**src/rtl/plane_residual_rms_stats_unit_defines.svh**
```systemverilog
// assertion macros for the plane residual statistics block
// used by the top level only; expects clk and rst in scope
`ifndef PLANE_RESIDUAL_RMS_STATS_UNIT_DEFINES_SVH
`define PLANE_RESIDUAL_RMS_STATS_UNIT_DEFINES_SVH

// condition holds in the same cycle
`define PRS_ASSERT_NOW(lbl, a, c) \
  lbl: assert property (@(posedge clk) disable iff (rst) (a) |-> (c)) \
    else $error("prs assertion failed");

// condition holds in the following cycle
`define PRS_ASSERT_NEXT(lbl, a, c) \
  lbl: assert property (@(posedge clk) disable iff (rst) (a) |=> (c)) \
    else $error("prs assertion failed");

`endif

```
**src/rtl/prs_pkg.sv**
```systemverilog
// shared types and constants for the plane residual statistics block
// no dependencies
package prs_pkg;

  localparam int unsigned MaxPoints = 16777216;
  localparam logic [24:0] CountCap = (MaxPoints < 33554431) ? 25'(MaxPoints) : 25'h1FFFFFF;

  localparam logic [1:0] CFG_NORMAL_X = 2'd0;
  localparam logic [1:0] CFG_NORMAL_Y = 2'd1;
  localparam logic [1:0] CFG_NORMAL_Z = 2'd2;
  localparam logic [1:0] CFG_DISTANCE = 2'd3;

  localparam logic KIND_RESIDUAL = 1'b0;
  localparam logic KIND_SUMMARY  = 1'b1;

  // one queued job: a residual, plus a statistics snapshot on a segment end
  typedef struct packed {
    logic signed [31:0] residual;
    logic               sat;
    logic               summary;
    logic [63:0]        sum;
    logic [24:0]        count;
    logic signed [31:0] min_r;
    logic signed [31:0] max_r;
    logic               ovf;
  } prs_job_t;

  // request to the shared serial divider
  typedef struct packed {
    logic        start;
    logic [63:0] dividend;
    logic [31:0] divisor;
  } prs_div_req_t;

endpackage

```
**src/rtl/prs_queue.sv**
```systemverilog
// two-entry job queue between front and back end
// depends on prs_pkg
module prs_queue import prs_pkg::*; (
  input  logic     clk,
  input  logic     rst,
  input  logic     push,
  input  prs_job_t push_job,
  output logic     full,
  input  logic     pop,
  output logic     not_empty,
  output prs_job_t head
);
  prs_job_t   entries [2];
  logic       wr_ptr;
  logic       rd_ptr;
  logic [1:0] fill;

  assign full      = (fill == 2'd2);
  assign not_empty = (fill != 2'd0);
  assign head      = entries[rd_ptr];

  // pointers and fill level
  always_ff @(posedge clk) begin
    if (rst) begin
      wr_ptr <= 1'b0;
      rd_ptr <= 1'b0;
      fill   <= 2'd0;
    end else begin
      if (push) wr_ptr <= ~wr_ptr;
      if (pop) rd_ptr <= ~rd_ptr;
      fill <= fill + 2'(push) - 2'(pop);
    end
  end

  // storage
  always_ff @(posedge clk) begin
    if (push) entries[wr_ptr] <= push_job;
  end
endmodule

```
**config.mk**
```make
export PLATFORM = sky130hd
export DESIGN_NAME = prs_queue
export DESIGN_NICKNAME = d
export VERILOG_FILES = /design/src/rtl/plane_residual_rms_stats_unit_defines.svh /design/src/rtl/prs_pkg.sv /design/src/rtl/prs_queue.sv
export SDC_FILE = /design/constraint.sdc
export NUM_CORES = 1
export LEC_CHECK = 0
export ABC_AREA = 1
export ABC_CLOCK_PERIOD_IN_PS = 27200
export BUFFER_PORTS_ARGS = -buffer_cell sky130_fd_sc_hd__buf_2
export CAP_MARGIN = 20
export CORE_ASPECT_RATIO = 0.6
export CORE_MARGIN = 4
export CORE_UTILIZATION = 56
export DETAILED_ROUTE_END_ITERATION = 10
export HOLD_SLACK_MARGIN = 0.06
export PLACE_DENSITY_LB_ADDON = 0.15
export SYNTH_ARGS = -nofsm -noshare
export SYNTH_HDL_FRONTEND = slang
export SYNTH_SLANG_ARGS = --single-unit
```
**constraint.sdc**
```tcl
create_clock -name clk -period 27.2 [get_ports clk]
set_clock_uncertainty 0.1 [all_clocks]
set_input_delay 6.8 -clock clk [delete_from_list [all_inputs] [get_ports clk]]
set_output_delay 6.8 -clock clk [all_outputs]
set_load 0.02 [all_outputs]
```
==> out/metrics.cfg <==
[outcome]
status = complete, no violations

[power]
leakagePower_nw = 6.84
vdd_drop_max_v = 0.0000678
p_int_mw = 1.03
power.switching_mw = 0.311
seq_power_share_pct = 51.5
power_density_mw_per_mm2 = 76.4
clock_power_share_pct = 36.1
netSwitchingFraction_pct = 23.2
combPwrFrac_pct = 12.4

[critical_path]
r2r_slack_ns = 24.42
critPathMaxFanout = 140
reg2regPathDepth = 3
cp-end-kind = primary output
critPathKind = reg -> out
critPathRequiredTime_ns = 20.30
crit_path_start_kind = flop
regToRegEndpoint = entries[0][173]
arrival_ns = 2.97
rr_startpoint = wr_ptr

[yosys]
syn_nets = 810
synthDistinctLibCells = 14
synth.area.top_cells = edfxtp_1, mux2_4, mux2_2
netlist_instances = 616
yosysTopAreaCellShare_pct = 79.5
yosysWarnings = 0
avgSynthCellArea_um2 = 23.1
synth_top_area_cell = edfxtp_1
netlist_area_mm2 = 0.0142
ys_ff_latch = 381
synth_seq_area_share_pct = 80.2

[timing]
finalCritPeriodShare_pct = 36.3
fin_crit_ns = 9.87
hold_slack_ns = 0.437
setup_violations = 0
finalWorstSetupSlack_ns = 17.33
max_freq_ghz = 0.101
drv_slew = 0
rsz0062_at_grt = false
hold_violations = 0
tns_ns = 0
slew_headroom_pct = 28.0
worst_pin_slew_ns = 1.08

[cts]
cts_buffer_depth = 3
cts_setup_buffers = 0
cts_hold_buf = 0
clk-insertion-delay-late_ns = 0.51
cts_tree = yes
cts-buffers-inserted = 36
cts_resized = 0
cts.clk_slew.worst_paths_ns = 0.06
root_buffer = clkbuf_16
cts.sinks = 381
cts-htree-levels = 2

[floorplanning]
die_area_mm2 = 0.0281
io_pins = 382
start_util_pct = 57.9
coreArea_mm2 = 0.0246
rows = 44
die_height_um = 131
fp.dieW_um = 214

[layout]
register_area_mm2 = 0.0114
num-nets-final = 1214
final_cell_area_mm2 = 0.0175
drive_gt1_share_pct = 60.3
multi_input_area_mm2 = 0.00260
nFillCells = 1581
syn_to_final_growth_pct = 23.5
final_util_pct = 71.5

[global_route]
track_usage_pct = 19.8
overflow = 0
grt_pass1_vias = 7219
grt_pass1_wl_mm = 42.3
grt_max_degree = 141
antenna_found_initial = 9

[worst_hold_path]
hp-start = rd_ptr
worstHoldPathType = reg -> reg
hold_depth = 2
hold_path_end = rd_ptr

[place]
portBuffers = 381
dp_slack_ns = 17.79
place_congestion = 0.772
place_area_mm2 = 0.0164
hpwl_mm = 19.6

[route]
wire_per_inst_um = 21.2
dr.pass1.iters = 6
ant_nets = 0
viasPerCell = 5.17
wirelength_mm = 29.1
vias = 7097
drc_errors = 0
drtIter0Drc = 446

[job]
maxCapViolations = 0

==> registers in the layout (all words and copies together) (netlist names), named ones only <==
| register | cells |
|---|---|
| entries | 376 |
| fill | 2 |
| rd_ptr | 1 |
| wr_ptr | 1 |
==> cells by family after synthesis <==
group	synth area share, %
adder cells (fa/ha/maj)	0.176
XOR/XNOR	0.0616
AND/OR/NAND/NOR	0.387
flip-flops	80.2
buffers and inverters	1.61
AO/OA/AOI/OAI	0.0352
multiplexers	17.6
==> metal layers <==
metal	wire length [um]	part of all wire, %	track usage [%]
met1	11400	39	25.0
met2	14600	50	33.0
met3	2540	8.7	7.15
met4	542	1.9	5.08
met5	61	0.21	0
==> layout by cell type, fill, tap and decap left out <==
master and n:
xnor2_1 1, inv_1 7, clkinv_1 9, clkinv_4 1
edfxtp_1 376, nand2_1 5, nor3_1 1, a21oi_1 1
diode_2 4, mux2_4 101, inv_6 2, nor2_4 1
inv_8 1, nand3_1 1, dfxtp_1 4, clkbuf_16 37
nor2_1 6, dfxtp_4 1, clkinv_2 9, clkinvlp_4 1
buf_4 5, bufinv_16 3, buf_12 1, buf_2 381
clkbuf_1 3, mux2_2 87, ha_1 2
==> worst max-delay path by stage <==
stage,start,to,cells past startpoint
global route,flop,head[176],3
floorplan,push,entries[0][0],2
finish,flop,head[11],3
CTS,flop,head[8],3
global placement,push,entries[0][103],5
detailed placement,push,entries[0][173],5
==> synthesized netlist by cell type <==
master      n
edfxtp_1  376
a21oi_1     1
mux2_4    101
buf_6      15
nand3_1     1
dfxtp_1     5
nand2_1     5
xnor2_1     1
mux2_2     87
nor2_1      7
ha_1        2
buf_2       6
inv_1       8
nor3_1      1
==> area by class of cell <==
class / instances / share of cell area [%]
Sequential cell: 381 / 64.9
Multi-Input combinational cell: 206 / 14.8
Timing Repair Buffer: 387 / 11.2
Clock buffer: 40 / 5.34
Tap cell: 322 / 2.30
Clock inverter: 25 / 1.17
Inverter: 8 / 0.200
Antenna cell: 4 / 0.0570
==> worst max-delay path, cell delays in order (launching register included) <==
cell and delay [ns]:
dfxtp_4 0.85, buf_12 0.73, mux2_2 0.45, buf_2 0.17
==> per-stage QoR <==
step / instances / power (mW)
floorplan: 616 / 0.818
global placement: 1304 / 0.868
detailed placement: 1304 / 0.872
CTS: 1369 / 1.36
global route: 1372 / 1.39
finish: 1373 / 1.34
==> power by group through the flow <==
stage	clock network [mW]	registers (mW)	logic [mW]
after floorplan	0	0.705	0.113
after global placement	0	0.702	0.166
after detailed placement	0	0.704	0.168
after CTS	0.496	0.691	0.169
after global routing	0.523	0.693	0.176
final	0.483	0.691	0.166
No activity file was read; power rests on OpenSTA's default activity.
