[src/rtl/plane_residual_rms_stats_unit_defines.svh]
// assertion macros for the plane residual statistics block
// used by the top level only; expects clk and rst in scope
`ifndef PLANE_RESIDUAL_RMS_STATS_UNIT_DEFINES_SVH
`define PLANE_RESIDUAL_RMS_STATS_UNIT_DEFINES_SVH

// condition holds in the same cycle
`define PRS_ASSERT_NOW(lbl, a, c) \
  lbl: assert property (@(posedge clk) disable iff (rst) (a) |-> (c)) \
    else $error("prs assertion failed");

// condition holds in the following cycle
`define PRS_ASSERT_NEXT(lbl, a, c) \
  lbl: assert property (@(posedge clk) disable iff (rst) (a) |=> (c)) \
    else $error("prs assertion failed");

`endif

[src/rtl/prs_pkg.sv]
// shared types and constants for the plane residual statistics block
// no dependencies
package prs_pkg;

  localparam int unsigned MaxPoints = 16777216;
  localparam logic [24:0] CountCap = (MaxPoints < 33554431) ? 25'(MaxPoints) : 25'h1FFFFFF;

  localparam logic [1:0] CFG_NORMAL_X = 2'd0;
  localparam logic [1:0] CFG_NORMAL_Y = 2'd1;
  localparam logic [1:0] CFG_NORMAL_Z = 2'd2;
  localparam logic [1:0] CFG_DISTANCE = 2'd3;

  localparam logic KIND_RESIDUAL = 1'b0;
  localparam logic KIND_SUMMARY  = 1'b1;

  // one queued job: a residual, plus a statistics snapshot on a segment end
  typedef struct packed {
    logic signed [31:0] residual;
    logic               sat;
    logic               summary;
    logic [63:0]        sum;
    logic [24:0]        count;
    logic signed [31:0] min_r;
    logic signed [31:0] max_r;
    logic               ovf;
  } prs_job_t;

  // request to the shared serial divider
  typedef struct packed {
    logic        start;
    logic [63:0] dividend;
    logic [31:0] divisor;
  } prs_div_req_t;

endpackage

[src/rtl/prs_intf.sv]


interface prs_result_if;
  logic               valid;
  logic               ready;
  logic               result_kind;
  logic signed [31:0] residual;
  logic               residual_saturated;
  logic [24:0]        point_count;
  logic [63:0]        mean_squared;
  logic [31:0]        root_mean_squared;
  logic [31:0]        normalized_rms;
  logic               range_zero;
  logic               stats_overflow;
  logic               last;
  modport source (output valid, result_kind, residual, residual_saturated, point_count,
                  mean_squared, root_mean_squared, normalized_rms, range_zero,
                  stats_overflow, last, input ready);
  modport sink (input valid, result_kind, residual, residual_saturated, point_count,
                mean_squared, root_mean_squared, normalized_rms, range_zero,
                stats_overflow, last, output ready);
endinterface

[src/rtl/prs_div.sv]
// serial restoring divider, one quotient bit per cycle, 64 by 32 bits
// depends on prs_pkg
module prs_div import prs_pkg::*; (
  input  logic         clk,
  input  logic         rst,
  input  prs_div_req_t req,
  output logic         done,
  output logic [63:0]  quotient
);
  logic        busy;
  logic [5:0]  step;
  logic [32:0] rem;
  logic [31:0] divisor;
  logic [32:0] rem_shift;
  logic        ge;

  assign rem_shift = {rem[31:0], quotient[63]};
  assign ge        = (rem_shift >= {1'b0, divisor});

  // control
  always_ff @(posedge clk) begin
    if (rst) begin
      busy <= 1'b0;
      done <= 1'b0;
      step <= 6'd0;
    end else begin
      done <= 1'b0;
      if (req.start) begin
        busy <= 1'b1;
        step <= 6'd0;
      end else if (busy) begin
        step <= step + 6'd1;
        if (step == 6'd63) begin
          busy <= 1'b0;
          done <= 1'b1;
        end
      end
    end
  end

  // datapath
  always_ff @(posedge clk) begin
    if (req.start) begin
      rem      <= 33'd0;
      quotient <= req.dividend;
      divisor  <= req.divisor;
    end else if (busy) begin
      rem      <= ge ? (rem_shift - {1'b0, divisor}) : rem_shift;
      quotient <= {quotient[62:0], ge};
    end
  end
endmodule

[src/rtl/prs_back.sv]
// back end: emits residuals, computes mean, root and normalised root
// depends on prs_pkg, prs_result_if and prs_div
module prs_back import prs_pkg::*; (
  input  logic         clk,
  input  logic         rst,
  input  logic         q_valid,
  input  prs_job_t     q_head,
  output logic         q_pop,
  prs_result_if.source res
);
  localparam logic [2:0] B_IDLE = 3'd0;
  localparam logic [2:0] B_MSE  = 3'd1;
  localparam logic [2:0] B_SQRT = 3'd2;
  localparam logic [2:0] B_NRM  = 3'd3;
  localparam logic [2:0] B_OUT  = 3'd4;

  logic [2:0]         state;
  logic [24:0]        count;
  logic [31:0]        span;
  logic               ovf;
  logic [63:0]        mse;
  logic [63:0]        sq_val;
  logic [33:0]        sq_rem;
  logic [31:0]        sq_root;
  logic [4:0]         sq_step;
  logic [31:0]        nrms;
  prs_div_req_t       div_req;
  logic               div_done;
  logic [63:0]        div_q;
  logic               out_free;
  logic               load_res;
  logic               load_sum;
  logic [33:0]        rem_shift;
  logic [33:0]        trial;
  logic signed [32:0] span_wide;

  prs_div u_div (
    .clk      (clk),
    .rst      (rst),
    .req      (div_req),
    .done     (div_done),
    .quotient (div_q)
  );

  assign out_free  = !res.valid || res.ready;
  assign load_res  = (state == B_IDLE) && q_valid && out_free;
  assign load_sum  = (state == B_OUT) && out_free;
  assign q_pop     = load_res;
  assign span_wide = 33'(q_head.max_r) - 33'(q_head.min_r);

  // square root digit step
  assign rem_shift = {sq_rem[31:0], sq_val[63:62]};
  assign trial     = {sq_root, 2'b01};

  // divider requests
  always_comb begin
    div_req.start    = 1'b0;
    div_req.dividend = {39'd0, q_head.count};
    div_req.divisor  = 32'(q_head.count);
    if (load_res && q_head.summary) begin
      div_req.start    = 1'b1;
      div_req.dividend = q_head.sum;
    end else if ((state == B_SQRT) && (sq_step == 5'd31) && (span != 32'd0)) begin
      div_req.start    = 1'b1;
      div_req.dividend = {16'd0, sq_root[30:0], (rem_shift >= trial), 16'd0};
      div_req.divisor  = span;
    end
  end

  // sequencer
  always_ff @(posedge clk) begin
    if (rst) begin
      state     <= B_IDLE;
      res.valid <= 1'b0;
    end else begin
      if (load_res || load_sum) res.valid <= 1'b1;
      else if (res.ready) res.valid <= 1'b0;
      unique case (state)
        B_IDLE: if (load_res && q_head.summary) state <= B_MSE;
        B_MSE: if (div_done) state <= B_SQRT;
        B_SQRT: if (sq_step == 5'd31) state <= (span == 32'd0) ? B_OUT : B_NRM;
        B_NRM: if (div_done) state <= B_OUT;
        B_OUT: if (out_free) state <= B_IDLE;
        default: state <= B_IDLE;
      endcase
    end
  end

  // summary datapath
  always_ff @(posedge clk) begin
    if (load_res && q_head.summary) begin
      count <= q_head.count;
      span  <= span_wide[31:0];
      ovf   <= q_head.ovf;
    end
    if ((state == B_MSE) && div_done) begin
      mse     <= div_q;
      sq_val  <= div_q;
      sq_rem  <= 34'd0;
      sq_root <= 32'd0;
      sq_step <= 5'd0;
      nrms    <= 32'd0;
    end
    if (state == B_SQRT) begin
      sq_step <= sq_step + 5'd1;
      sq_val  <= {sq_val[61:0], 2'b00};
      if (rem_shift >= trial) begin
        sq_rem  <= rem_shift - trial;
        sq_root <= {sq_root[30:0], 1'b1};
      end else begin
        sq_rem  <= rem_shift;
        sq_root <= {sq_root[30:0], 1'b0};
      end
    end
    if ((state == B_NRM) && div_done) begin
      if (div_q[63:32] != 32'd0) begin
        nrms <= 32'hFFFF_FFFF;
        ovf  <= 1'b1;
      end else begin
        nrms <= div_q[31:0];
      end
    end
  end

  // output register
  always_ff @(posedge clk) begin
    if (load_res) begin
      res.result_kind        <= KIND_RESIDUAL;
      res.residual           <= q_head.residual;
      res.residual_saturated <= q_head.sat;
      res.point_count        <= 25'd0;
      res.mean_squared       <= 64'd0;
      res.root_mean_squared  <= 32'd0;
      res.normalized_rms     <= 32'd0;
      res.range_zero         <= 1'b0;
      res.stats_overflow     <= 1'b0;
      res.last               <= !q_head.summary;
    end else if (load_sum) begin
      res.result_kind        <= KIND_SUMMARY;
      res.residual           <= 32'sd0;
      res.residual_saturated <= 1'b0;
      res.point_count        <= count;
      res.mean_squared       <= mse;
      res.root_mean_squared  <= sq_root;
      res.normalized_rms     <= nrms;
      res.range_zero         <= (span == 32'd0);
      res.stats_overflow     <= ovf;
      res.last               <= 1'b1;
    end
  end
endmodule

[src/flat_wrapper.sv]
// flat-port wrapper written by rule: the top's interface ports become plain ports
module prs_back_flat import prs_pkg::*;
  (clk, rst, q_valid, q_head, q_pop, res_valid, res_result_kind, res_residual, res_residual_saturated, res_point_count, res_mean_squared, res_root_mean_squared, res_normalized_rms, res_range_zero, res_stats_overflow, res_last, res_ready);
  prs_result_if res_i ();
  input  logic clk;
  input  logic rst;
  input  logic q_valid;
  input  prs_job_t q_head;
  output logic q_pop;
  output wire logic [$bits(res_i.valid)-1:0] res_valid;
  output wire logic [$bits(res_i.result_kind)-1:0] res_result_kind;
  output wire logic [$bits(res_i.residual)-1:0] res_residual;
  output wire logic [$bits(res_i.residual_saturated)-1:0] res_residual_saturated;
  output wire logic [$bits(res_i.point_count)-1:0] res_point_count;
  output wire logic [$bits(res_i.mean_squared)-1:0] res_mean_squared;
  output wire logic [$bits(res_i.root_mean_squared)-1:0] res_root_mean_squared;
  output wire logic [$bits(res_i.normalized_rms)-1:0] res_normalized_rms;
  output wire logic [$bits(res_i.range_zero)-1:0] res_range_zero;
  output wire logic [$bits(res_i.stats_overflow)-1:0] res_stats_overflow;
  output wire logic [$bits(res_i.last)-1:0] res_last;
  input wire logic [$bits(res_i.ready)-1:0] res_ready;
  assign res_valid = res_i.valid;
  assign res_result_kind = res_i.result_kind;
  assign res_residual = res_i.residual;
  assign res_residual_saturated = res_i.residual_saturated;
  assign res_point_count = res_i.point_count;
  assign res_mean_squared = res_i.mean_squared;
  assign res_root_mean_squared = res_i.root_mean_squared;
  assign res_normalized_rms = res_i.normalized_rms;
  assign res_range_zero = res_i.range_zero;
  assign res_stats_overflow = res_i.stats_overflow;
  assign res_last = res_i.last;
  assign res_i.ready = res_ready;
  prs_back u_core (.clk(clk), .rst(rst), .q_valid(q_valid), .q_head(q_head), .q_pop(q_pop), .res(res_i));
endmodule
[config.mk]
export PLATFORM = sky130hd
export DESIGN_NAME = prs_back_flat
export DESIGN_NICKNAME = d
export VERILOG_FILES = /design/src/rtl/plane_residual_rms_stats_unit_defines.svh /design/src/rtl/prs_pkg.sv /design/src/rtl/prs_intf.sv /design/src/rtl/prs_div.sv /design/src/rtl/prs_back.sv /design/src/flat_wrapper.sv
export SDC_FILE = /design/constraint.sdc
export NUM_CORES = 1
export LEC_CHECK = 0
export BUFFER_PORTS_ARGS = -buffer_cell sky130_fd_sc_hd__buf_2
export CAP_MARGIN = 0
export CORE_MARGIN = 1
export CORE_UTILIZATION = 62
export DETAILED_ROUTE_END_ITERATION = 10
export PLACE_DENSITY = 0.86
export SLEW_MARGIN = 20
export SYNTH_ARGS = -nofsm -noshare
export SYNTH_HDL_FRONTEND = slang
export SYNTH_HIERARCHICAL = 1
export SYNTH_SLANG_ARGS = --single-unit
export TNS_END_PERCENT = 20
[constraint.sdc]
create_clock -name clk -period 25.4 [get_ports clk]
set_input_delay 1.27 -clock clk [delete_from_list [all_inputs] [get_ports clk]]
set_output_delay 1.27 -clock clk [all_outputs]
set_load 0.01 [all_outputs]
==> flow_summary.html, run 1 <==
<table>
<tr><th>Metric</th><th>Value</th></tr>
<tr><th colspan="2">Worst setup path</th></tr>
<tr><td>Start point of the critical path</td><td>res_ready</td></tr>
<tr><td>Timing endpoint of the critical path</td><td>u_core/u_div/quotient[45]</td></tr>
<tr><td>Data required, critical path</td><td>25.65 ns</td></tr>
<tr><td>Reg-to-reg slack, setup</td><td>roughly 20 ns</td></tr>
<tr><td>Maximum fanout count along the critical path</td><td>56</td></tr>
<tr><td>Category of the worst setup path capture point</td><td>flop</td></tr>
<tr><td>FF-to-FF End</td><td>u_core/u_div/quotient[45]</td></tr>
<tr><td>Crit-path max cell delay</td><td>between 0.6 and 0.7 ns</td></tr>
<tr><td>Cell breakdown of the critical path</td><td>buf_2 &gt; nor2b_1 &gt; nor3_1 &gt; and3b_2 &gt; buf_4 &gt; nand2_1 &gt; inv_4 &gt; nor2_1 &gt; inv_4 &gt; inv_1 &gt; nand2_2 &gt; buf_4</td></tr>
<tr><td>Number of cells on the worst reg-to-reg path</td><td>10</td></tr>
<tr><td>Slowest CP cell</td><td>sky130_fd_sc_hd__nand2_2</td></tr>
<tr><td>Startpoint of the worst-slack reg-to-reg timing path</td><td>u_core/state[1]</td></tr>
<tr><td>Sort of element at the start of the critical path</td><td>input pin</td></tr>
<tr><td>Worst endpoint data arrival time</td><td>5.51 ns</td></tr>
<tr><td>Class of the most critical setup path</td><td>input pin to flop</td></tr>
<tr><th colspan="2">Layout</th></tr>
<tr><td>Leading cell types in the layout, fill and taps excluded</td><td>414 x sky130_fd_sc_hd__edfxtp_1, 383 x sky130_fd_sc_hd__buf_2, 304 x sky130_fd_sc_hd__nand2_1</td></tr>
<tr><td>Most common cell after layout, fill and taps aside</td><td>sky130_fd_sc_hd__edfxtp_1</td></tr>
<tr><td>Count of filler cells inserted in the layout</td><td>slightly below 3000</td></tr>
<tr><td>Share of final-layout standard cells stronger than drive strength 1</td><td>21.76%</td></tr>
<tr><td>Final Instance Area</td><td>32530 sq um</td></tr>
<tr><td>Area overhead of the layout relative to synthesis</td><td>15.79%</td></tr>
<tr><td>Fin nets</td><td>approximately 3100</td></tr>
<tr><th colspan="2">Min path</th></tr>
<tr><td>Hold WC Path Type</td><td>flop to flop</td></tr>
<tr><td>Hold Crit Depth</td><td>1</td></tr>
<tr><th colspan="2">Power</th></tr>
<tr><td>Design Power</td><td>2.449 mW</td></tr>
<tr><td>Sequential share of power</td><td>between 40% and 50%</td></tr>
<tr><td>Cell internal pwr</td><td>1.798 mW</td></tr>
<tr><td>Worst IR Drop VDD</td><td>between 0.06 and 0.07 mV</td></tr>
<tr><td>Switching power total</td><td>0.6506 mW</td></tr>
<tr><td>Pwr Density</td><td>75.28 nW/um^2</td></tr>
<tr><td>Clock power share</td><td>37.2%</td></tr>
<tr><td>Leakage power of the design</td><td>approximately 14 nW</td></tr>
<tr><td>Net Sw Frac</td><td>26.57%</td></tr>
<tr><td>Fraction of power consumed by combinational cells</td><td>15.3%</td></tr>
<tr><th colspan="2">Route</th></tr>
<tr><td>Metal2 WL</td><td>roughly 35 mm</td></tr>
<tr><td>DRT met1 WL</td><td>around 30 mm</td></tr>
<tr><td>Number of remaining DRC errors</td><td>0</td></tr>
<tr><td>First-pass iteration count of the detailed router</td><td>5</td></tr>
<tr><td>Average detailed-routed wire length per instance</td><td>21.42 microns</td></tr>
<tr><td>Number of vias after detailed routing</td><td>approximately 21000</td></tr>
<tr><td>Final Routed Wirelength</td><td>73.43 mm</td></tr>
<tr><td>Top routing layer in use</td><td>met5</td></tr>
<tr><td>Vias per inst</td><td>6.141</td></tr>
<tr><td>Number of routed nets with antenna violations</td><td>0</td></tr>
<tr><td>Routed wl met3</td><td>6.330 mm</td></tr>
<tr><td>Iteration-0 DRC count of the detailed router</td><td>2075</td></tr>
<tr><th colspan="2">Floorplan</th></tr>
<tr><td>Number of standard-cell rows in the floorplan</td><td>77</td></tr>
<tr><td>Die outline area</td><td>~46000 sq um</td></tr>
<tr><td>Die H</td><td>214.9 microns</td></tr>
<tr><td>Effective utilization at floorplan</td><td>63.26%</td></tr>
<tr><td>Area of the core</td><td>approximately 44000 sq um</td></tr>
<tr><td>Num ports</td><td>384</td></tr>
<tr><td>Horizontal die dimension</td><td>between 200 and 250 microns</td></tr>
<tr><th colspan="2">Run</th></tr>
<tr><td>Max cap viols</td><td>0</td></tr>
<tr><th colspan="2">Timing</th></tr>
<tr><td>Setup tns final</td><td>0 ns</td></tr>
<tr><td>Setup repair after global routing missed its margin</td><td>false</td></tr>
<tr><td>Final setup fails</td><td>0</td></tr>
<tr><td>Period utilization</td><td>20.71%</td></tr>
<tr><td>Tmin final</td><td>5.259 ns</td></tr>
<tr><td>Post-Route Skew</td><td>0.04917 ns</td></tr>
<tr><td>Peak Freq</td><td>0.1901 GHz</td></tr>
<tr><td>Final Hold Fails</td><td>0</td></tr>
<tr><td>Slew headroom</td><td>27.54%</td></tr>
<tr><td>Least-Margin Pin Slew</td><td>around 1.1 ns</td></tr>
<tr><td>Final number of max-transition violations</td><td>0</td></tr>
<tr><th colspan="2">Placement</th></tr>
<tr><td>Final estimated routing congestion in global placement</td><td>0.9606</td></tr>
<tr><td>Count of input and output buffers</td><td>383</td></tr>
<tr><td>Post-DP HPWL</td><td>51.45 mm</td></tr>
<tr><td>Cell area reported after detailed placement</td><td>30440 sq um</td></tr>
<tr><th colspan="2">Global routing</th></tr>
<tr><td>Largest net degree at the start of global routing</td><td>103</td></tr>
<tr><td>Vias in the first global route</td><td>20270</td></tr>
<tr><td>GRT Residual Overflow</td><td>0</td></tr>
<tr><td>Gr usage total</td><td>31.25%</td></tr>
<tr><td>First-pass GRT wire length</td><td>about 110 mm</td></tr>
<tr><td>Number of antenna violations at the first check in global routing</td><td>5</td></tr>
<tr><th colspan="2">Synthesis</th></tr>
<tr><td>Mean instance size in the synthesized netlist</td><td>11.47 sq um</td></tr>
<tr><td>Cells after Synth</td><td>2449</td></tr>
<tr><td>Flops &amp; latches, synth</td><td>617</td></tr>
<tr><td>Post-synthesis sequential area ratio</td><td>58.72%</td></tr>
<tr><td>Total number of yosys warnings</td><td>6</td></tr>
<tr><td>Combined area of all synthesized cells</td><td>28090 sq um</td></tr>
<tr><td>Count of distinct cell types in the synthesized netlist</td><td>81</td></tr>
<tr><td>EDFF count, synth</td><td>414</td></tr>
<tr><td>Share of flip-flops with an asynchronous set or reset</td><td>0%</td></tr>
<tr><td>Nets in the synthesized netlist</td><td>2743</td></tr>
<tr><td>Prevailing post-synth register cell</td><td>sky130_fd_sc_hd__edfxtp_1</td></tr>
<tr><th colspan="2">CTS</th></tr>
<tr><td>Number of buffers created by CTS</td><td>58</td></tr>
<tr><td>Clock-pin transition on the worst setup and hold timing paths</td><td>0.06 ns</td></tr>
<tr><td>CTS hold repair buffers</td><td>0</td></tr>
<tr><td>Post-CTS setup buffers</td><td>0</td></tr>
<tr><td>Max Root-Sink Buffers</td><td>3</td></tr>
<tr><td>Clock root buffer master</td><td>sky130_fd_sc_hd__clkbuf_16</td></tr>
<tr><td>Clk sinks</td><td>617</td></tr>
<tr><td>Skew-Pair Late Insertion Delay</td><td>0.65 ns</td></tr>
<tr><td>Clock tree from TritonCTS</td><td>built</td></tr>
<tr><td>Number of H-tree levels</td><td>2</td></tr>
<tr><td>Number of resized instances in the post-cts repair step</td><td>0</td></tr>
<tr><th colspan="2">Status</th></tr>
<tr><td>Result of the run</td><td>finished, final reports clean</td></tr>
</table>
==> worst min-delay path by stage <==
| stage | to | startpoint |
|---|---|---|
| 2_1_floorplan | u_core/ovf | u_core/ovf |
| 3_3_place_gp | u_core/res.normalized_rms[0] | u_core/nrms[0] |
| 3_5_place_dp | u_core/res.point_count[2] | u_core/count[2] |
| 4_1_cts | u_core/res.normalized_rms[21] | u_core/nrms[21] |
| 5_1_grt | u_core/res.point_count[15] | u_core/count[15] |
| 6_report | u_core/res.normalized_rms[21] | u_core/nrms[21] |
==> cell usage after synthesis, drive strengths merged, types with 13 or more instances <==
library cell	count	area share (%)
a211oi	17	0.49
a311oi	26	0.99
edfxtp	414	44
buf	20	0.40
nor4	22	0.49
or3	15	0.33
mux2	67	2.7
dfxtp	203	14
a21o	51	1.4
inv	135	1.8
nand2	305	4.1
and2	50	1.1
nand2b	13	0.29
xor2	26	0.81
nor3	28	0.52
a21oi	116	2.1
and3	29	0.65
nand4	16	0.36
nand3	24	0.43
clkbuf	108	1.4
o21ai	102	1.9
xnor2	53	1.7
a22o	217	6.8
ha	100	4.5
nor2	152	2.0
==> cell type report <==
type | count | area [sq um] | area share [%]
Tap cell | 592 | 740.7 | 2.277
Antenna cell | 2 | 5.005 | 0.01539
Timing Repair Buffer | 404 | 2098 | 6.450
Clock buffer | 83 | 1687 | 5.185
Multi-Input combinational cell | 1569 | 10620 | 32.64
Sequential cell | 617 | 16500 | 50.71
Inverter | 135 | 511.7 | 1.573
Clock inverter | 27 | 371.6 | 1.142
==> metal layers <==
metal / global-route usage, % / vias up
met2: 51.38 / 1073
li1: - / 9669
met4: 11.88 / 6
met5: 0 / -
met1: 41.28 / 10160
met3: 5.860 / 156
==> stage by stage <==
stage	setup WS [ns]	utilization (%)	std cells	hold WS, ns
finish	20.14	73.24	3429	0.4230
global route	19.83	73.23	3427	0.4455
CTS	20.19	73.16	3426	0.4284
detailed placement	19.59	68.53	3316	0.4491
global placement	19.80	68.53	3316	0.4440
floorplan	14.89	-	2449	0.4407
==> worst max-delay path, delay by kind of cell <==
family / cells / cell delay [ns]
AND/OR/NAND/NOR: 6 / 1.78
buffers and inverters: 6 / 2.36
==> power by group through the flow <==
stage | logic, mW | registers (mW) | clock network (mW)
floorplan | 0.281 | 1.17 | 0
global placement | 0.352 | 1.18 | 0
detailed placement | 0.366 | 1.18 | 0
CTS | 0.369 | 1.16 | 0.919
global route | 0.410 | 1.17 | 0.958
finish | 0.374 | 1.16 | 0.911
==> flip-flops by register name, indices dropped and copies added, names as in the netlist, 64 cells and up <==
| name | count |
|---|---|
| u_core/mse | 64 |
| u_core/res.mean_squared | 64 |
| u_core/sq_val | 64 |
| u_core/u_div/quotient | 64 |
==> logic make-up (layout without fill, tap and decap cells) <==
| group | count (synthesis) | in the layout | share of synthesized area (%) |
|---|---|---|---|
| AOI/OAI and AO/OA | 619 | 619 | 16.24 |
| muxes | 79 | 79 | 3.113 |
| other | 0 | 2 | 0 |
| DFF | 617 | 617 | 58.72 |
| adders and majority gates | 102 | 102 | 4.596 |
| and+or+nand+nor | 690 | 690 | 11.23 |
| buffers and inverters | 263 | 649 | 3.643 |
| xor gates and xnor gates | 79 | 79 | 2.463 |
(Power assumes the default switching activity.)
==> inputs of run 2 (changes only) <==
--- a/config.mk
+++ b/config.mk
@@ -8,9 +8,9 @@
 export BUFFER_PORTS_ARGS = -buffer_cell sky130_fd_sc_hd__buf_2
 export CAP_MARGIN = 0
 export CORE_MARGIN = 1
-export CORE_UTILIZATION = 62
+export CORE_UTILIZATION = 52
 export DETAILED_ROUTE_END_ITERATION = 10
-export PLACE_DENSITY = 0.86
+export PLACE_DENSITY = 0.77
 export SLEW_MARGIN = 20
 export SYNTH_ARGS = -nofsm -noshare
 export SYNTH_HDL_FRONTEND = slang
==> constraint.sdc (replaced) <==
create_clock -name clk -period 4.8 [get_ports clk]
set_input_delay 0.24 -clock clk [delete_from_list [all_inputs] [get_ports clk]]
set_output_delay 0.24 -clock clk [all_outputs]
set_load 0.01 [all_outputs]
==> run 2 against run 1 <==
Against the previous run: final area is 2.6% higher; worst hold slack got worse by 0.37 ns; first-iteration DRC count increased by 0.24%; setup slack worse by 19 ns; combinational power rose to 5.5 times the previous value; cell count grew 4.9%; non-clock buffer count rose by 64; routed wire length grew 4.7%; sequential share of layout area decreased by 1.3 points; global-route usage decreased by 4.0 points; critical path type is now flop to flop.
==> flow_summary.html, run 2 (synthesis results as in run 1) <==
<table>
<tr><th>Metric</th><th>Value</th></tr>
<tr><th colspan="2">Placement</th></tr>
<tr><td>Count of input and output buffers</td><td>383 (unchanged)</td></tr>
<tr><td>Final estimated routing congestion in global placement</td><td>0.9718 (+1.2%)</td></tr>
<tr><td>Post-DP HPWL</td><td>53.89 mm (+4.7%)</td></tr>
<tr><td>Inst Count DP</td><td>3413 (+2.9%)</td></tr>
<tr><th colspan="2">Layout</th></tr>
<tr><td>Area occupied by multi-input gates</td><td>10620 sq um (unchanged)</td></tr>
<tr><td>Fin nets</td><td>3146 (+2.2%)</td></tr>
<tr><td>Share of final-layout standard cells stronger than drive strength 1</td><td>21.31% (-0.46 points)</td></tr>
<tr><td>Count of filler cells inserted in the layout</td><td>4085 (+41%)</td></tr>
<tr><td>Leading cell types in the layout, fill and taps excluded</td><td>414 x sky130_fd_sc_hd__edfxtp_1, 383 x sky130_fd_sc_hd__buf_2, 304 x sky130_fd_sc_hd__nand2_1</td></tr>
<tr><td>Number of standard cells in the layout, taps in and fillers out</td><td>3596 (+4.9%)</td></tr>
<tr><td>Most common cell after layout, fill and taps aside</td><td>sky130_fd_sc_hd__edfxtp_1</td></tr>
<tr><td>Total area of sequential cells</td><td>16500 sq um (unchanged)</td></tr>
<tr><td>Area overhead of the layout relative to synthesis</td><td>18.75%</td></tr>
<tr><th colspan="2">Global routing</th></tr>
<tr><td>GRT Residual Overflow</td><td>0 (unchanged)</td></tr>
<tr><td>Vias in the first global route</td><td>20250 (-0.094%)</td></tr>
<tr><td>First-pass GRT wire length</td><td>114.6 mm (+1.6%)</td></tr>
<tr><td>Largest net degree at the start of global routing</td><td>129 (+25%)</td></tr>
<tr><td>Gr usage total</td><td>27.21% (-4.0 points)</td></tr>
<tr><td>Number of antenna violations at the first check in global routing</td><td>2 (-3)</td></tr>
<tr><th colspan="2">Timing</th></tr>
<tr><td>Setup tns final</td><td>0 ns (unchanged)</td></tr>
<tr><td>Slew headroom</td><td>33.48% (+5.9 points)</td></tr>
<tr><td>Period utilization</td><td>76.57%</td></tr>
<tr><td>Least-Margin Pin Slew</td><td>0.9978 ns (-0.08908 ns)</td></tr>
<tr><td>Final Hold Fails</td><td>0 (unchanged)</td></tr>
<tr><td>Final setup fails</td><td>0 (unchanged)</td></tr>
<tr><td>Final number of max-transition violations</td><td>0 (unchanged)</td></tr>
<tr><td>Peak Freq</td><td>roughly 0.27 GHz</td></tr>
<tr><td>Setup repair after global routing missed its margin</td><td>false</td></tr>
<tr><td>Post-Route Skew</td><td>0.05358 ns (+0.004415 ns)</td></tr>
<tr><td>Tmin final</td><td>between 3 and 4 ns</td></tr>
<tr><th colspan="2">CTS</th></tr>
<tr><td>Max Root-Sink Buffers</td><td>3 (unchanged)</td></tr>
<tr><td>Clock tree from TritonCTS</td><td>built</td></tr>
<tr><td>Number of resized instances in the post-cts repair step</td><td>0 (unchanged)</td></tr>
<tr><td>Clock root buffer master</td><td>sky130_fd_sc_hd__clkbuf_16</td></tr>
<tr><td>Number of buffers created by CTS</td><td>61 (+5.2%)</td></tr>
<tr><td>Clk sinks</td><td>617 (unchanged)</td></tr>
<tr><td>Clock-pin transition on the worst setup and hold timing paths</td><td>0.06 ns (about the same)</td></tr>
<tr><td>Number of H-tree levels</td><td>2 (unchanged)</td></tr>
<tr><td>Skew-Pair Late Insertion Delay</td><td>0.65 ns (about the same)</td></tr>
<tr><th colspan="2">Worst setup path</th></tr>
<tr><td>Data required, critical path</td><td>5.06 ns (-20.59 ns)</td></tr>
<tr><td>Timing endpoint of the critical path</td><td>u_core/u_div/quotient[49]</td></tr>
<tr><td>FF-to-FF End</td><td>u_core/u_div/quotient[49]</td></tr>
<tr><td>Sort of element at the start of the critical path</td><td>flop</td></tr>
<tr><td>Slowest CP cell</td><td>sky130_fd_sc_hd__buf_4</td></tr>
<tr><td>Start point of the critical path</td><td>u_core/state[1]</td></tr>
<tr><td>Cell breakdown of the critical path</td><td>nor3_1 &gt; and3b_2 &gt; nand2_1 &gt; inv_4 &gt; nor2_1 &gt; buf_4 &gt; inv_4 &gt; inv_1 &gt; nand2_2 &gt; buf_4</td></tr>
<tr><td>Crit-path max cell delay</td><td>0.69 ns (+0.04 ns)</td></tr>
<tr><td>Worst endpoint data arrival time</td><td>3.94 ns (-1.57 ns)</td></tr>
<tr><td>Reg-to-reg slack, setup</td><td>1.12 ns (-19.16 ns)</td></tr>
<tr><td>Maximum fanout count along the critical path</td><td>64 (+14%)</td></tr>
<tr><td>Class of the most critical setup path</td><td>flop to flop</td></tr>
<tr><td>Number of cells on the worst reg-to-reg path</td><td>10 (unchanged)</td></tr>
<tr><td>Startpoint of the worst-slack reg-to-reg timing path</td><td>u_core/state[1]</td></tr>
<tr><td>Category of the worst setup path capture point</td><td>flop</td></tr>
<tr><th colspan="2">Floorplan</th></tr>
<tr><td>Area of the core</td><td>52970 sq um (+19%)</td></tr>
<tr><td>Horizontal die dimension</td><td>234.4 microns (+9.1%)</td></tr>
<tr><td>Die H</td><td>234.4 microns (+9.1%)</td></tr>
<tr><td>Die outline area</td><td>54960 sq um (+19%)</td></tr>
<tr><td>Number of standard-cell rows in the floorplan</td><td>84 (+9.1%)</td></tr>
<tr><td>Num ports</td><td>384 (unchanged)</td></tr>
<tr><td>Effective utilization at floorplan</td><td>53.04% (-10 points)</td></tr>
<tr><th colspan="2">Status</th></tr>
<tr><td>Result of the run</td><td>finished, final reports clean</td></tr>
<tr><th colspan="2">Route</th></tr>
<tr><td>DRT met1 WL</td><td>32.44 mm (+9.3%)</td></tr>
<tr><td>Final Routed Wirelength</td><td>76.90 mm (+4.7%)</td></tr>
<tr><td>Vias per inst</td><td>5.864 (-4.5%)</td></tr>
<tr><td>First-pass iteration count of the detailed router</td><td>7 (+2)</td></tr>
<tr><td>Metal2 WL</td><td>36.57 mm (+4.9%)</td></tr>
<tr><td>Average detailed-routed wire length per instance</td><td>21.38 microns (-0.14%)</td></tr>
<tr><td>Routed wl met3</td><td>5.486 mm (-13%)</td></tr>
<tr><td>Number of vias after detailed routing</td><td>21090 (+0.13%)</td></tr>
<tr><td>Iteration-0 DRC count of the detailed router</td><td>2080 (+0.24%)</td></tr>
<tr><td>Number of remaining DRC errors</td><td>0 (unchanged)</td></tr>
<tr><td>Number of routed nets with antenna violations</td><td>0 (unchanged)</td></tr>
<tr><td>Top routing layer in use</td><td>met4</td></tr>
<tr><th colspan="2">Min path</th></tr>
<tr><td>Hold WC Path Type</td><td>input pin to flop</td></tr>
<tr><td>Worst hold start</td><td>q_head[128]</td></tr>
<tr><th colspan="2">Power</th></tr>
<tr><td>Leakage power of the design</td><td>13.95 nW (+1.3%)</td></tr>
<tr><td>Worst IR Drop VDD</td><td>0.3109 mV (+390%)</td></tr>
<tr><td>Pwr Density</td><td>392.9 nW/um^2 (+420%)</td></tr>
<tr><th colspan="2">Run</th></tr>
<tr><td>Max cap viols</td><td>0 (unchanged)</td></tr>
</table>
[run 2: changes by cell type in the layout (fill, tap and decap cells not counted), moves of 2 or more]
| cell | change |
|---|---|
| sky130_fd_sc_hd__clkbuf_8 | -2 |
| sky130_fd_sc_hd__dlygate4sd3_1 | +64 |
| sky130_fd_sc_hd__bufinv_16 | -2 |
| sky130_fd_sc_hd__clkbuf_16 | +6 |
| sky130_fd_sc_hd__buf_12 | +3 |
| sky130_fd_sc_hd__buf_4 | -2 |
| sky130_fd_sc_hd__clkinv_2 | -3 |
| sky130_fd_sc_hd__clkinv_1 | +3 |
| sky130_fd_sc_hd__clkinvlp_4 | +2 |
| sky130_fd_sc_hd__clkinv_16 | -2 |
[run 2: how the worst min path moves through the flow]
stage                                            to  cells after the start
after floorplan                     u_core/state[0]                      1
after global placement              u_core/count[8]                      1
after detailed placement            u_core/count[8]                      1
after CTS                 u_core/u_div/quotient[38]                      4
after global routing      u_core/u_div/quotient[48]                      3
final                     u_core/u_div/quotient[38]                      4
[run 2: routing by layer]
| metal | up-vias | GRT usage [%] |
|---|---|---|
| li1 | 9824 | - |
| met1 | 10230 | 36.88 |
| met2 | 904 | 44.62 |
| met3 | 130 | 3.973 |
| met4 | 0 | 9.456 |
| met5 | - | 0 |
[run 2: power by group]
group,leakage [nW],internal (mW),switching (mW)
registers,5.32,5.95,0.213
logic,7.59,0.815,1.24
clock network,1.03,2.86,2.04
[run 2: final cells by class]
| cell class | instances | share of cell area, % |
|---|---|---|
| Antenna cell | 3 | 0.02250 |
| Clock buffer | 88 | 5.434 |
| Clock inverter | 28 | 0.8926 |
| Inverter | 135 | 1.534 |
| Multi-Input combinational cell | 1569 | 31.83 |
| Sequential cell | 617 | 49.45 |
| Tap cell | 688 | 2.580 |
| Timing Repair Buffer | 468 | 8.262 |
[run 2: worst max-delay path, delay by kind of cell, from the launching register on]
| kind | cells | cell delay [ns] |
|---|---|---|
| buf+inv | 5 | 1.98 |
| flops | 1 | 0.43 |
| simple gates | 5 | 0.82 |
[run 2: timing repair]
| item | in CTS | in global routing |
|---|---|---|
| hold buffers | 64 | 0 |
| hold endpoints to repair | 85 | 0 |
| buffers inserted | 0 | 0 |
[run 2: per-stage QoR]
step                setup WS, ns  hold slack (ns)  area, sq um  power [mW]  util (%)
floorplan                 0.3508           0.3091        28100       7.674         -
global placement           1.255           0.4375        30600       8.185     57.77
detailed placement         1.153           0.4400        30600       8.238     57.78
CTS                        1.107          0.01669        33360       13.16     62.97
global route              0.7705          0.04804        33360       13.62     62.98
finish                     1.125          0.05328        33360       13.11     62.98
==> inputs of run 3 (changes only) <==
==> constraint.sdc (replaced) <==
create_clock -name clk -period 3 [get_ports clk]
set_input_delay 0.15 -clock clk [delete_from_list [all_inputs] [get_ports clk]]
set_output_delay 0.15 -clock clk [all_outputs]
set_load 0.01 [all_outputs]
==> run 3 against run 2 <==
Against the previous run: sequential cell count unchanged; final area rose by 3.4%; cell count increased by 2.7%; clock-buffer cell count increased by 8; die area stayed put; setup slack got worse by 1.0 ns.
==> flow_summary.html, run 3 (synthesis results as in run 1) <==
<table>
<tr><th>Metric</th><th>Value</th></tr>
<tr><th colspan="2">Status</th></tr>
<tr><td>Result of the run</td><td>finished, final reports clean</td></tr>
<tr><th colspan="2">CTS</th></tr>
<tr><td>Clock-pin transition on the worst setup and hold timing paths</td><td>0.06 ns (about the same)</td></tr>
<tr><td>Number of H-tree levels</td><td>3 (+1)</td></tr>
<tr><td>Clock tree from TritonCTS</td><td>built</td></tr>
<tr><td>Number of buffers created by CTS</td><td>66 (+8.2%)</td></tr>
<tr><td>Max Root-Sink Buffers</td><td>3 (unchanged)</td></tr>
<tr><td>Clock root buffer master</td><td>sky130_fd_sc_hd__clkbuf_16</td></tr>
<tr><td>Clk sinks</td><td>617 (unchanged)</td></tr>
<tr><td>Skew-Pair Late Insertion Delay</td><td>0.59 ns (-0.06 ns)</td></tr>
<tr><th colspan="2">Worst setup path</th></tr>
<tr><td>Class of the most critical setup path</td><td>flop to flop</td></tr>
<tr><td>Category of the worst setup path capture point</td><td>flop</td></tr>
<tr><td>Cell breakdown of the critical path</td><td>ha_4 &gt; o21ai_0 &gt; o31ai_1 &gt; o211ai_1 &gt; a21oi_2 &gt; a21o_1 &gt; a31o_2 &gt; a41oi_1 &gt; or4_1 &gt; nand3_1</td></tr>
<tr><td>Timing endpoint of the critical path</td><td>u_core/sq_rem[31]</td></tr>
<tr><td>Number of cells on the worst reg-to-reg path</td><td>10 (unchanged)</td></tr>
<tr><td>Sort of element at the start of the critical path</td><td>flop</td></tr>
<tr><td>Crit-path max cell delay</td><td>0.45 ns (-0.24 ns)</td></tr>
<tr><td>Startpoint of the worst-slack reg-to-reg timing path</td><td>u_core/sq_rem[5]</td></tr>
<tr><td>FF-to-FF End</td><td>u_core/sq_rem[31]</td></tr>
<tr><td>Maximum fanout count along the critical path</td><td>5 (-92%)</td></tr>
<tr><td>Slowest CP cell</td><td>sky130_fd_sc_hd__edfxtp_1</td></tr>
<tr><td>Start point of the critical path</td><td>u_core/sq_rem[5]</td></tr>
<tr><td>Worst endpoint data arrival time</td><td>3.37 ns (-0.57 ns)</td></tr>
<tr><td>Reg-to-reg slack, setup</td><td>0.09 ns (-1.04 ns)</td></tr>
<tr><td>Data required, critical path</td><td>3.45 ns (-1.61 ns)</td></tr>
<tr><th colspan="2">Power</th></tr>
<tr><td>Sequential share of power</td><td>46.0% (-1.0 points)</td></tr>
<tr><td>Cell internal pwr</td><td>15.74 mW (+64%)</td></tr>
<tr><td>Pwr Density</td><td>620.5 nW/um^2 (+58%)</td></tr>
<tr><td>Clock power share</td><td>37.7% (+0.3 points)</td></tr>
<tr><td>Fraction of power consumed by combinational cells</td><td>16.3% (+0.6 points)</td></tr>
<tr><td>Switching power total</td><td>5.672 mW (+62%)</td></tr>
<tr><td>Net Sw Frac</td><td>26.49% (-0.15 points)</td></tr>
<tr><td>Worst IR Drop VDD</td><td>0.4107 mV (+32%)</td></tr>
<tr><td>Leakage power of the design</td><td>14.50 nW (+3.9%)</td></tr>
<tr><th colspan="2">Placement</th></tr>
<tr><td>Final estimated routing congestion in global placement</td><td>0.9489 (-2.4%)</td></tr>
<tr><td>Post-DP HPWL</td><td>53.81 mm (-0.14%)</td></tr>
<tr><td>Setup slack at placement</td><td>0.03137 ns (-1.121 ns)</td></tr>
<tr><td>Count of input and output buffers</td><td>383 (unchanged)</td></tr>
<tr><th colspan="2">Min path</th></tr>
<tr><td>Hold WC Path Type</td><td>input pin to flop</td></tr>
<tr><th colspan="2">Timing</th></tr>
<tr><td>Final setup fails</td><td>0 (unchanged)</td></tr>
<tr><td>Peak Freq</td><td>0.3434 GHz (+26%)</td></tr>
<tr><td>Final Hold Fails</td><td>0 (unchanged)</td></tr>
<tr><td>Setup slack after layout</td><td>0.08792 ns (-1.037 ns)</td></tr>
<tr><td>Period utilization</td><td>97.07% (+20 points)</td></tr>
<tr><td>Final number of max-transition violations</td><td>0 (unchanged)</td></tr>
<tr><td>Tmin final</td><td>2.912 ns (-0.7633 ns)</td></tr>
<tr><td>Post-Route Skew</td><td>0.02517 ns (-0.02842 ns)</td></tr>
<tr><td>Least-Margin Pin Slew</td><td>0.8312 ns (-0.1666 ns)</td></tr>
<tr><td>Setup repair after global routing missed its margin</td><td>true</td></tr>
<tr><td>Final worst hold slack</td><td>0.03872 ns (-0.01456 ns)</td></tr>
<tr><td>Slew headroom</td><td>44.59% (+11 points)</td></tr>
<tr><th colspan="2">Global routing</th></tr>
<tr><td>Gr usage total</td><td>27.46% (+0.26 points)</td></tr>
<tr><td>Largest net degree at the start of global routing</td><td>157 (+22%)</td></tr>
<tr><td>First-pass GRT wire length</td><td>116.4 mm (+1.5%)</td></tr>
<tr><td>GRT Residual Overflow</td><td>0 (unchanged)</td></tr>
<tr><td>Vias in the first global route</td><td>20760 (+2.5%)</td></tr>
<tr><td>Number of antenna violations at the first check in global routing</td><td>2 (unchanged)</td></tr>
<tr><th colspan="2">Layout</th></tr>
<tr><td>Count of filler cells inserted in the layout</td><td>3938 (-3.6%)</td></tr>
<tr><td>Most common cell after layout, fill and taps aside</td><td>sky130_fd_sc_hd__edfxtp_1</td></tr>
<tr><td>Area overhead of the layout relative to synthesis</td><td>22.83%</td></tr>
<tr><td>Fin nets</td><td>3244 (+3.1%)</td></tr>
<tr><td>Share of final-layout standard cells stronger than drive strength 1</td><td>23.38% (+2.1 points)</td></tr>
<tr><td>Leading cell types in the layout, fill and taps excluded</td><td>414 x sky130_fd_sc_hd__edfxtp_1, 383 x sky130_fd_sc_hd__buf_2, 304 x sky130_fd_sc_hd__nand2_1</td></tr>
<tr><th colspan="2">Floorplan</th></tr>
<tr><td>Num ports</td><td>384 (unchanged)</td></tr>
<tr><td>Die H</td><td>234.4 microns (unchanged)</td></tr>
<tr><td>Number of standard-cell rows in the floorplan</td><td>84 (unchanged)</td></tr>
<tr><td>Horizontal die dimension</td><td>234.4 microns (unchanged)</td></tr>
<tr><td>Die outline area</td><td>54960 sq um (unchanged)</td></tr>
<tr><td>Effective utilization at floorplan</td><td>53.04% (unchanged)</td></tr>
<tr><td>Area of the core</td><td>52970 sq um (unchanged)</td></tr>
<tr><th colspan="2">Run</th></tr>
<tr><td>Max cap viols</td><td>0 (unchanged)</td></tr>
<tr><th colspan="2">Route</th></tr>
<tr><td>Iteration-0 DRC count of the detailed router</td><td>1920 (-7.7%)</td></tr>
<tr><td>Vias per inst</td><td>5.832 (-0.54%)</td></tr>
<tr><td>Number of routed nets with antenna violations</td><td>0 (unchanged)</td></tr>
<tr><td>Average detailed-routed wire length per instance</td><td>20.92 microns (-2.1%)</td></tr>
<tr><td>Final Routed Wirelength</td><td>77.26 mm (+0.46%)</td></tr>
<tr><td>Number of remaining DRC errors</td><td>0 (unchanged)</td></tr>
<tr><td>Number of vias after detailed routing</td><td>21530 (+2.1%)</td></tr>
<tr><td>First-pass iteration count of the detailed router</td><td>6 (-1)</td></tr>
</table>
[run 3: cell types whose count changed in the layout (fill, tap and decap cells not counted), moves of 5 or more]
cell | previous run | this run
sky130_fd_sc_hd__buf_4 | 17 | 69
sky130_fd_sc_hd__dlygate4sd3_1 | 64 | 88
sky130_fd_sc_hd__buf_12 | 3 | 20
sky130_fd_sc_hd__clkbuf_1 | 13 | 19
sky130_fd_sc_hd__clkbuf_16 | 65 | 70
[run 3: how the worst min path moves through the flow]
stage	from	endpoint	cells after the start
6_report	q_head[145]	u_core/u_div/quotient[55]	3
3_5_place_dp	q_head[78]	u_core/count[13]	1
2_1_floorplan	rst	u_core/state[0]	1
4_1_cts	q_head[152]	u_core/u_div/quotient[62]	3
5_1_grt	q_head[145]	u_core/u_div/quotient[55]	3
3_3_place_gp	q_head[73]	u_core/count[8]	1
[run 3: worst max-delay path: cells and delay by family, from the launching register on]
family | cells | cell delay (ns)
compound gates | 7 | 1.48
fa+ha+maj | 1 | 0.33
simple gates | 2 | 0.52
flops | 1 | 0.45
[run 3: metrics by stage]
stage                     util, %  area (sq um)  power [mW]  cells  TNS, ns
after global placement      59.07         31290       13.25   3476        0
after global routing        65.15         34510       22.28   3692  -0.1694
after detailed placement    59.07         31290       13.33   3476        0
after floorplan                 -         28140       12.28   2449   -28.40
after CTS                   64.83         34340       21.47   3685        0
final                       65.15         34510       21.41   3692        0
[run 3: what timing repair did]
| action | CTS | global route |
|---|---|---|
| gates resized for setup | 0 | 24 |
| endpoints found under the setup margin | 0 | 51 |
| endpoints found under the hold margin | 114 | 0 |
| setup buffers | 0 | 6 |
| hold buffers | 88 | 0 |
[run 3: power by group through the flow]
stage / Combinational [mW] / Sequential [mW] / Clock [mW]
after floorplan: 2.38 / 9.89 / 0
after global placement: 3.24 / 10.0 / 0
after detailed placement: 3.31 / 10.0 / 0
after CTS: 3.43 / 9.85 / 8.19
after global routing: 3.83 / 9.89 / 8.55
final: 3.49 / 9.86 / 8.06
[run 3: area by class of cell]
| cell class | instances | area [sq um] | area share, % |
|---|---|---|---|
| antenna | 1 | 2.502 | 0.007252 |
| inverter | 135 | 513.0 | 1.487 |
| clock inverter | 25 | 247.7 | 0.7179 |
| sequential | 617 | 16500 | 47.81 |
| tap | 688 | 860.8 | 2.495 |
| multi-input combinational | 1569 | 10740 | 31.12 |
| clock buffer | 96 | 1919 | 5.562 |
| timing repair buffer | 561 | 3727 | 10.80 |
[run 3: routing by layer]
metal	vias to the layer above	routed length (microns)	global-route usage, %
met3	137	5630	3.815
met4	0	2279	9.798
met5	-	0	0
li1	10020	-	-
met2	937	36230	44.47
met1	10440	33110	37.77
